### src/rtl/rmtp_pkg.sv
package rmtp_pkg;

  // Largest area the block handles.
  localparam int unsigned MAX_COLUMNS = 128;
  localparam int unsigned MAX_ROWS    = 64;

  // Field and register widths.
  localparam int unsigned PIX_W    = 8;
  localparam int unsigned BYTE_W   = 8;
  localparam int unsigned OFF_W    = 10;
  localparam int unsigned WIDTH_W  = 8;
  localparam int unsigned HEIGHT_W = 7;
  localparam int unsigned CFG_W    = 8;
  localparam int unsigned CFG_IDX_W = 1;
  localparam int unsigned OUT_TDATA_W = 24;

  // Counter widths: _W indexes a position, N_W holds the count itself.
  localparam int unsigned COL_W  = $clog2(MAX_COLUMNS);
  localparam int unsigned COLN_W = $clog2(MAX_COLUMNS + 1);
  localparam int unsigned ROW_W  = (MAX_ROWS > 1) ? $clog2(MAX_ROWS) : 1;
  localparam int unsigned ROWN_W = $clog2(MAX_ROWS + 1);

  // Register indexes.
  localparam logic [CFG_IDX_W-1:0] REG_WIDTH  = 1'd0;
  localparam logic [CFG_IDX_W-1:0] REG_HEIGHT = 1'd1;

  // Threshold: gray = sum/3 > 128 is sum >= 387.
  localparam logic [9:0] SUM_ON_MIN = 10'd387;

  // Pixel beat held in the input register.
  typedef struct packed {
    logic             valid;
    logic [PIX_W-1:0] color;
  } pix_t;

  // Result beat held in the output register.
  typedef struct packed {
    logic [BYTE_W-1:0] packed_byte;
    logic [OFF_W-1:0]  byte_offset;
    logic              last_of_area;
  } res_t;

  // v * 255 / 7, truncated.
  function automatic logic [7:0] scale3(input logic [2:0] v);
    logic [7:0] s;
    case (v)
      3'd0:    s = 8'd0;
      3'd1:    s = 8'd36;
      3'd2:    s = 8'd72;
      3'd3:    s = 8'd109;
      3'd4:    s = 8'd145;
      3'd5:    s = 8'd182;
      3'd6:    s = 8'd218;
      3'd7:    s = 8'd255;
      default: s = 8'd0;
    endcase
    return s;
  endfunction

  // v * 255 / 3.
  function automatic logic [7:0] scale2(input logic [1:0] v);
    logic [7:0] s;
    case (v)
      2'd0:    s = 8'd0;
      2'd1:    s = 8'd85;
      2'd2:    s = 8'd170;
      2'd3:    s = 8'd255;
      default: s = 8'd0;
    endcase
    return s;
  endfunction

  function automatic logic pixel_on(input logic [PIX_W-1:0] c);
    logic [9:0] sum;
    sum = 10'(scale3(c[7:5])) + 10'(scale3(c[4:2])) + 10'(scale2(c[1:0]));
    return sum >= SUM_ON_MIN;
  endfunction

  function automatic logic [COLN_W-1:0] clamp_width(input logic [WIDTH_W-1:0] v);
    logic [COLN_W-1:0] r;
    if (v == '0) begin
      r = COLN_W'(1);
    end else if (32'(v) > MAX_COLUMNS) begin
      r = COLN_W'(MAX_COLUMNS);
    end else begin
      r = COLN_W'(v);
    end
    return r;
  endfunction

  function automatic logic [ROWN_W-1:0] clamp_height(input logic [HEIGHT_W-1:0] v);
    logic [ROWN_W-1:0] r;
    if (v == '0) begin
      r = ROWN_W'(1);
    end else if (32'(v) > MAX_ROWS) begin
      r = ROWN_W'(MAX_ROWS);
    end else begin
      r = ROWN_W'(v);
    end
    return r;
  endfunction

endpackage

### src/rtl/rmtp_in_stage.sv
module rmtp_in_stage (
  input  logic                       clk_i,
  input  logic                       rst_ni,
  input  logic                       s_axis_tvalid,
  output logic                       s_axis_tready,
  input  logic [rmtp_pkg::PIX_W-1:0] s_axis_tdata,
  input  logic                       advance_i,   // packer takes the held pixel
  output rmtp_pkg::pix_t             pix_o
);

  logic                       valid_q, valid_d;
  logic [rmtp_pkg::PIX_W-1:0] color_q;

  // Register frees up when empty or when its content moves on this cycle.
  assign s_axis_tready = !valid_q || advance_i;

  always_comb begin
    valid_d = valid_q;
    if (s_axis_tready) begin
      valid_d = s_axis_tvalid;
    end
  end

  always_ff @(posedge clk_i or negedge rst_ni) begin
    if (!rst_ni) begin
      valid_q <= 1'b0;
    end else begin
      valid_q <= valid_d;
    end
  end

  always_ff @(posedge clk_i) begin
    if (s_axis_tready && s_axis_tvalid) begin
      color_q <= s_axis_tdata;
    end
  end

  assign pix_o.valid = valid_q;
  assign pix_o.color = color_q;

endmodule

### src/rtl/rmtp_packer.sv
module rmtp_packer (
  input  logic                           clk_i,
  input  logic                           rst_ni,
  input  logic                           cfg_we_i,
  input  logic [rmtp_pkg::CFG_IDX_W-1:0] cfg_idx_i,
  input  logic [rmtp_pkg::CFG_W-1:0]     cfg_data_i,
  input  rmtp_pkg::pix_t                 pix_i,
  input  logic                           out_ready_i,
  output logic                           advance_o,
  output logic                           out_valid_o,
  output rmtp_pkg::res_t                 res_o
);

  logic [rmtp_pkg::WIDTH_W-1:0]  width_q;
  logic [rmtp_pkg::HEIGHT_W-1:0] height_q;
  logic [rmtp_pkg::COL_W-1:0]    col_q, col_d;
  logic [rmtp_pkg::ROW_W-1:0]    row_q, row_d;
  logic [rmtp_pkg::BYTE_W-1:0]   part_q, part_d;
  logic [rmtp_pkg::OFF_W-1:0]    off_q, off_d;
  logic                          out_valid_q, out_valid_d;
  rmtp_pkg::res_t                res_q;

  logic [rmtp_pkg::COLN_W-1:0]   w;
  logic [rmtp_pkg::ROWN_W-1:0]   h;
  logic [rmtp_pkg::BYTE_W-1:0]   gathered;
  logic                          take, row_end, byte_end, area_end, cfg_clear;

  assign advance_o = !out_valid_q || out_ready_i;
  assign take      = pix_i.valid && advance_o;
  assign cfg_clear = cfg_we_i &&
                     (cfg_idx_i == rmtp_pkg::REG_WIDTH ||
                      cfg_idx_i == rmtp_pkg::REG_HEIGHT);

  assign w = rmtp_pkg::clamp_width(width_q);
  assign h = rmtp_pkg::clamp_height(height_q);

  assign row_end  = (rmtp_pkg::COLN_W'(col_q) + rmtp_pkg::COLN_W'(1)) >= w;
  assign byte_end = (col_q[2:0] == 3'd7) || row_end;
  assign area_end = row_end &&
                    ((rmtp_pkg::ROWN_W'(row_q) + rmtp_pkg::ROWN_W'(1)) >= h);

  // Leftmost pixel lands in bit 7.
  assign gathered = rmtp_pkg::pixel_on(pix_i.color) ?
                    (part_q | (8'h80 >> col_q[2:0])) : part_q;

  always_comb begin
    col_d       = col_q;
    row_d       = row_q;
    part_d      = part_q;
    off_d       = off_q;
    out_valid_d = out_valid_q && !out_ready_i;
    if (cfg_clear) begin
      col_d  = '0;
      row_d  = '0;
      part_d = '0;
      off_d  = '0;
    end else if (take) begin
      if (!byte_end) begin
        part_d = gathered;
        col_d  = col_q + rmtp_pkg::COL_W'(1);
      end else begin
        out_valid_d = 1'b1;
        part_d      = '0;
        if (area_end) begin
          col_d = '0;
          row_d = '0;
          off_d = '0;
        end else begin
          off_d = off_q + rmtp_pkg::OFF_W'(1);
          if (row_end) begin
            col_d = '0;
            row_d = row_q + rmtp_pkg::ROW_W'(1);
          end else begin
            col_d = col_q + rmtp_pkg::COL_W'(1);
          end
        end
      end
    end
  end

  always_ff @(posedge clk_i or negedge rst_ni) begin
    if (!rst_ni) begin
      width_q     <= rmtp_pkg::WIDTH_W'(rmtp_pkg::MAX_COLUMNS);
      height_q    <= rmtp_pkg::HEIGHT_W'(rmtp_pkg::MAX_ROWS);
      col_q       <= '0;
      row_q       <= '0;
      part_q      <= '0;
      off_q       <= '0;
      out_valid_q <= 1'b0;
    end else begin
      if (cfg_we_i && cfg_idx_i == rmtp_pkg::REG_WIDTH) begin
        width_q <= cfg_data_i;
      end
      if (cfg_we_i && cfg_idx_i == rmtp_pkg::REG_HEIGHT) begin
        height_q <= cfg_data_i[rmtp_pkg::HEIGHT_W-1:0];
      end
      col_q       <= col_d;
      row_q       <= row_d;
      part_q      <= part_d;
      off_q       <= off_d;
      out_valid_q <= out_valid_d;
    end
  end

  always_ff @(posedge clk_i) begin
    if (take && byte_end && !cfg_clear) begin
      res_q.packed_byte  <= gathered;
      res_q.byte_offset  <= off_q;
      res_q.last_of_area <= area_end;
    end
  end

  assign out_valid_o = out_valid_q;
  assign res_o       = res_q;

  // A fresh byte always starts with no bits gathered.
  a_part_clear_at_byte_start: assert property (@(posedge clk_i) disable iff (!rst_ni)
    col_q[2:0] == 3'd0 |-> part_q == '0)
    else $error("partial byte not clear at byte start");

  // Closing the area returns all counters to zero.
  a_area_end_clears: assert property (@(posedge clk_i) disable iff (!rst_ni)
    take && byte_end && area_end && !cfg_clear |=>
      col_q == '0 && row_q == '0 && off_q == '0)
    else $error("state not cleared after last byte of area");

  // Every other emitted byte advances the offset by one.
  a_offset_step: assert property (@(posedge clk_i) disable iff (!rst_ni)
    take && byte_end && !area_end && !cfg_clear |=>
      off_q == $past(off_q) + rmtp_pkg::OFF_W'(1))
    else $error("byte offset did not advance");

  // Column stays inside the configured row.
  a_col_in_row: assert property (@(posedge clk_i) disable iff (!rst_ni)
    !$past(cfg_we_i) |-> rmtp_pkg::COLN_W'(col_q) < w)
    else $error("column beyond row width");

endmodule

### src/rtl/rgb332_mono_threshold_packer.sv
// rgb332_mono_threshold_packer
//
// Converts a raster-order stream of RGB332 pixels into a packed monochrome
// bitmap. A pixel is on when the average of its channels, each scaled to
// 8 bits, exceeds 128. Bits pack MSB first; each row ends on a byte
// boundary with zero padding.
//
// Slave side: one pixel per beat in s_axis_tdata.
// Master side: one byte per beat, with its buffer offset; tlast marks the
//   final byte of the area, after which the next pixel starts a new area.
// Config: cfg_we_i writes the row width in pixels (index 0) or the row
//   count (index 1); either write restarts the area. Write only when idle.
//
// m_axis_tvalid rises once the pixel that completes a byte has passed
// the input register, then the output register. Throughput: one pixel
// per cycle while the master side does not stall, set by the input
// register feeding the output register through one compare/pack step.
// Reset: area 128 x 64, counters zero, both sides empty.
// Stall: a held result parks in the output register while the input
// register still takes one more pixel; then s_axis_tready drops until the
// master side accepts.
module rgb332_mono_threshold_packer (
  input  logic                              clk_i,
  input  logic                              rst_ni,
  // configuration write port
  input  logic                              cfg_we_i,
  input  logic [rmtp_pkg::CFG_IDX_W-1:0]    cfg_idx_i,
  input  logic [rmtp_pkg::CFG_W-1:0]        cfg_data_i,
  // pixel input
  input  logic                              s_axis_tvalid,
  output logic                              s_axis_tready,
  input  logic [rmtp_pkg::PIX_W-1:0]        s_axis_tdata,  // [7:0] pixel_color
  // packed byte output
  output logic                              m_axis_tvalid,
  input  logic                              m_axis_tready,
  output logic [rmtp_pkg::OUT_TDATA_W-1:0]  m_axis_tdata,  // [7:0] packed_byte,
                                                           // [17:8] byte_offset,
                                                           // [23:18] zero
  output logic                              m_axis_tlast   // last_of_area
);

  rmtp_pkg::pix_t pix;
  rmtp_pkg::res_t res;
  logic           advance;

  rmtp_in_stage u_in_stage (
    .clk_i         (clk_i),
    .rst_ni        (rst_ni),
    .s_axis_tvalid (s_axis_tvalid),
    .s_axis_tready (s_axis_tready),
    .s_axis_tdata  (s_axis_tdata),
    .advance_i     (advance),
    .pix_o         (pix)
  );

  rmtp_packer u_packer (
    .clk_i       (clk_i),
    .rst_ni      (rst_ni),
    .cfg_we_i    (cfg_we_i),
    .cfg_idx_i   (cfg_idx_i),
    .cfg_data_i  (cfg_data_i),
    .pix_i       (pix),
    .out_ready_i (m_axis_tready),
    .advance_o   (advance),
    .out_valid_o (m_axis_tvalid),
    .res_o       (res)
  );

  assign m_axis_tdata = {6'd0, res.byte_offset, res.packed_byte};
  assign m_axis_tlast = res.last_of_area;

endmodule

### config.mk
export PLATFORM = sky130hd
export DESIGN_NAME = rgb332_mono_threshold_packer
export DESIGN_NICKNAME = d
export VERILOG_FILES = /design/src/rtl/rmtp_pkg.sv /design/src/rtl/rmtp_in_stage.sv /design/src/rtl/rmtp_packer.sv /design/src/rtl/rgb332_mono_threshold_packer.sv
export SDC_FILE = /design/constraint.sdc
export NUM_CORES = 1
export LEC_CHECK = 0
export BUFFER_PORTS_ARGS = -buffer_cell sky130_fd_sc_hd__clkbuf_2
export CAP_MARGIN = 20
export CORE_ASPECT_RATIO = 1.2
export CORE_MARGIN = 2
export CORE_UTILIZATION = 58
export CTS_CLUSTER_DIAMETER = 150
export CTS_CLUSTER_SIZE = 16
export DETAILED_ROUTE_END_ITERATION = 6
export GPL_ROUTABILITY_DRIVEN = 0
export PLACE_DENSITY = 0.79
export RECOVER_POWER = 25
export SYNTH_ARGS = -nofsm -noshare
export SYNTH_HDL_FRONTEND = slang
export SYNTH_HIERARCHICAL = 1
export SYNTH_SLANG_ARGS = --single-unit
### constraint.sdc
create_clock -name clk_i -period 4.1 [get_ports clk_i]
set_clock_uncertainty 0.15 [all_clocks]
set_input_delay 0 -clock clk_i [delete_from_list [all_inputs] [get_ports clk_i]]
set_output_delay 0 -clock clk_i [all_outputs]
set_load 0.05 [all_outputs]
==> results.cfg <==
[critical_path]
worst_path_largest_cell_delay_ns = 0.45
worstReg2RegEnd = u_packer/res_o[12]$_DFFE_PP_
setup.worst_path.start = u_in_stage/color_q[6]$_DFFE_PP_
crit_type = reg -> reg
worstSetupStartpointType = flop
critical-path-top-delay-family = adder cells
worst-path-stages = 16
timing.critical_path.arrival_ns = 4.01
timing.critical_path.cells = inv_1, ha_1, nor2_1, a21oi_1, fa_1, inv_1, ha_1, inv_1, fa_1, nor2b_2, o21a_1, nor4b_2, o311ai_2, a31oi_2, nor2_4, a31o_2
worst_ep_required_time_ns = 4.07
timing.reg2reg.worst_path_depth = 16
critical_path_capture_point = u_packer/res_o[12]$_DFFE_PP_
worstPathBufferInverterCount = 3
reg2reg_from = u_in_stage/color_q[6]$_DFFE_PP_
ff2ff_setup_slack_ns = 0.06
timing.critical_path.to_type = flop
critical_path_peak_fanout = 11
timing.critical_path.slowest_stage_cell = edfxtp_1
cpMostUsedCell = inv_1

[route]
vias = 3342
wl_per_cell_um = 17.6
detailedRoute.firstPassIterationCount = 5
wl_um = 9890
antenna_left = 0
post_route_drc = 0
drt_iter0_drc = 272
vias_per_cell = 5.96

[layout]
share_of_layout_cells_above_drive_strength_1_pct = 22.7
area_growth_syn_to_layout_pct = 17.8
diodes = 0
layout.nets = 531

[synthesis]
yosys.area.top_type_share_pct = 26.4
synth_warnings = 6
synth-main-ff-cell = dfrtp_1
syn-instance-count = 394
flop_and_latch_count_out_of_synthesis = 75
synth.top_cells.by_area = dfrtp_1 (26%), edfxtp_1 (19%), ha_1 (9.8%)
synth_cell_types = 61
synth.avg_cell_area_um2 = 11.1
post-synth-top-area-cell = dfrtp_1
netlist_top_cells_count = dfrtp_1 (46), nand2_1 (37), ha_1 (34)
count_of_flip_flops_with_a_built_in_enable_after_synthesis = 27
synthMostInstantiatedCell = dfrtp_1
syn_area_um2 = 4360
synth_seq_area_share_pct = 46.2
synthArstFlopShare_pct = 64.0

[sta]
fmaxAchievable_mhz = 248
layout_min_cycle_time_ns = 4.04
hold_slack_ns = 0.216
slew_viol_final = 49
finalSetupViolCount = 0
period_share_pct = 98.5
setup_ws_ns = 0.0629
timing.final.hold_violations = 0
slew_headroom_pct = -75.5
setup-tns-final_ns = 0
max_slew.worst_pin.slew_ns = 2.63

[clock_network]
clock_latency_ns = 0.37
cts_num_sinks = 75
clock_tree.buffer_depth = 2
clock_transition_time_at_the_flip_flop_clock_pins_of_the_worst_setup_and_hold_paths_ns = 0.09
cts_max_level = 3
clk_root_buffer_cell = clkbuf_8
tritoncts_clock_tree = done
cts_made_buffers = 9

[die]
floorplan.rows = 34
initial_core_util_pct = 59.9
number_of_top_level_pins = 49
core-area_um2 = 7270
die_height_um = 99.0
die_x_um = 83.1
die_area_um2 = 8230

[global_route]
grt_antenna_before_repair = 0
maximum_number_of_pins_on_one_net_before_global_route_repair = 49
global_route.usage.total_pct = 24.4
via_count_of_the_first_global_routing_pass = 3390
grt_remaining_overflow = 0
global_route_wire_length_before_repair_um = 15900

[power_and_ir_drop]
power.density_nw_per_um2 = 391
power.static_leakage_nw = 2.43
ir_worst_vdd_uv = 286

[worst_hold_path]
worst_hold_path_type = in -> reg
hold_path.startpoint = s_axis_tdata[4]

[run]
drv_cap = 1

[placement]
port_buffers = 42
place.detailed.hpwl_um = 6450
placement.setup.worst_slack_ns = 0.0307

[status]
violated_checks = max-capacitance violations, max-slew violations
run_status = complete, but fails checks
[power by group]
part / total, mW / switching, mW / leakage (nW) / internal, mW
Combinational: 0.527 / 0.307 / 1.43 / 0.220
Sequential: 0.877 / 0.0452 / 0.889 / 0.832
Clock: 0.604 / 0.313 / 0.102 / 0.292
[layer usage]
layer / wire (um) / track usage (%) / vias to the layer above
met5: 0 / 0 / -
met4: 333 / 11.9 / 0
met3: 472 / 4.44 / 40
met2: 5150 / 42.6 / 127
met1: 3940 / 29.0 / 1639
li1: - / - / 1536
[sequential cells by signal, summed over array words and instances, names as in the netlist]
name,cells
u_packer/res_o,19
u_packer/off_q,10
u_in_stage/color_q,8
u_packer/part_q,8
u_packer/width_q,8
u_packer/col_q,7
u_packer/height_q,7
u_packer/row_q,6
u_in_stage/valid_q,1
u_packer/out_valid_o,1
[logic make-up (layout without fill, tap and decap cells)]
family	after synthesis	count (layout)	synth area share [%]
muxes	17	17	4.62
buffers and inverters	46	118	4.88
AOI/OAI and AO/OA	82	82	14.7
xor gates and xnor gates	11	11	2.21
other	1	6	0.0860
DFF	75	75	46.2
adders and majority gates	43	43	13.9
and+or+nand+nor	119	119	13.4
[through the flow]
stage,total power [mW],util (%),area (um^2),cells
after floorplan,1.25,-,4380,399
after detailed placement,1.36,63.3,4610,515
after global routing,2.11,70.6,5140,561
after global placement,1.34,63.3,4610,515
after CTS,1.98,69.5,5060,555
final,2.01,70.6,5140,561
[placed cells by master (no fill, tap or decap), drive strengths merged, types with 9 or more instances in the layout]
cell type,netlist,final
a21o,16,16
a21oi,10,10
a22o,11,11
clkbuf,7,52
dfrtp,46,46
dlygate4sd3,0,24
edfxtp,27,27
fa,9,9
ha,34,34
inv,27,30
mux2,15,15
nand2,37,37
nand3,17,17
nor2,28,28
o21ai,14,14
xnor2,9,9
[worst min-delay path by stage]
stage                                             endpoint  cells after the start
after detailed placement  u_packer/height_q[1]$_DFFE_PN0P_                      2
after global placement       u_packer/row_q[0]$_DFFE_PN0P_                      2
after floorplan             u_in_stage/valid_q$_DFFE_PN0P_                      0
after global routing       u_in_stage/color_q[4]$_DFFE_PP_                      2
after CTS                    u_packer/row_q[3]$_DFFE_PN0P_                      3
final                      u_in_stage/color_q[4]$_DFFE_PP_                      2
[area by class of cell]
| class | instances | area (um^2) |
|---|---|---|
| multi-input combinational | 278 | 2190 |
| fill | 501 | 2140 |
| sequential | 75 | 2010 |
| timing repair buffer | 74 | 504 |
| clock buffer | 9 | 124 |
| tap | 90 | 113 |
| inverter | 28 | 105 |
| clock inverter | 7 | 83.8 |
[repair_timing]
item / 4_1_cts / 5_1_grt
setup endpoints to repair: 0 / 15
hold buffers: 24 / 0
gates resized for setup: 0 / 8
hold endpoints to repair: 82 / 0
buffers inserted: 0 / 6
Power figures use the tool's default switching activity.
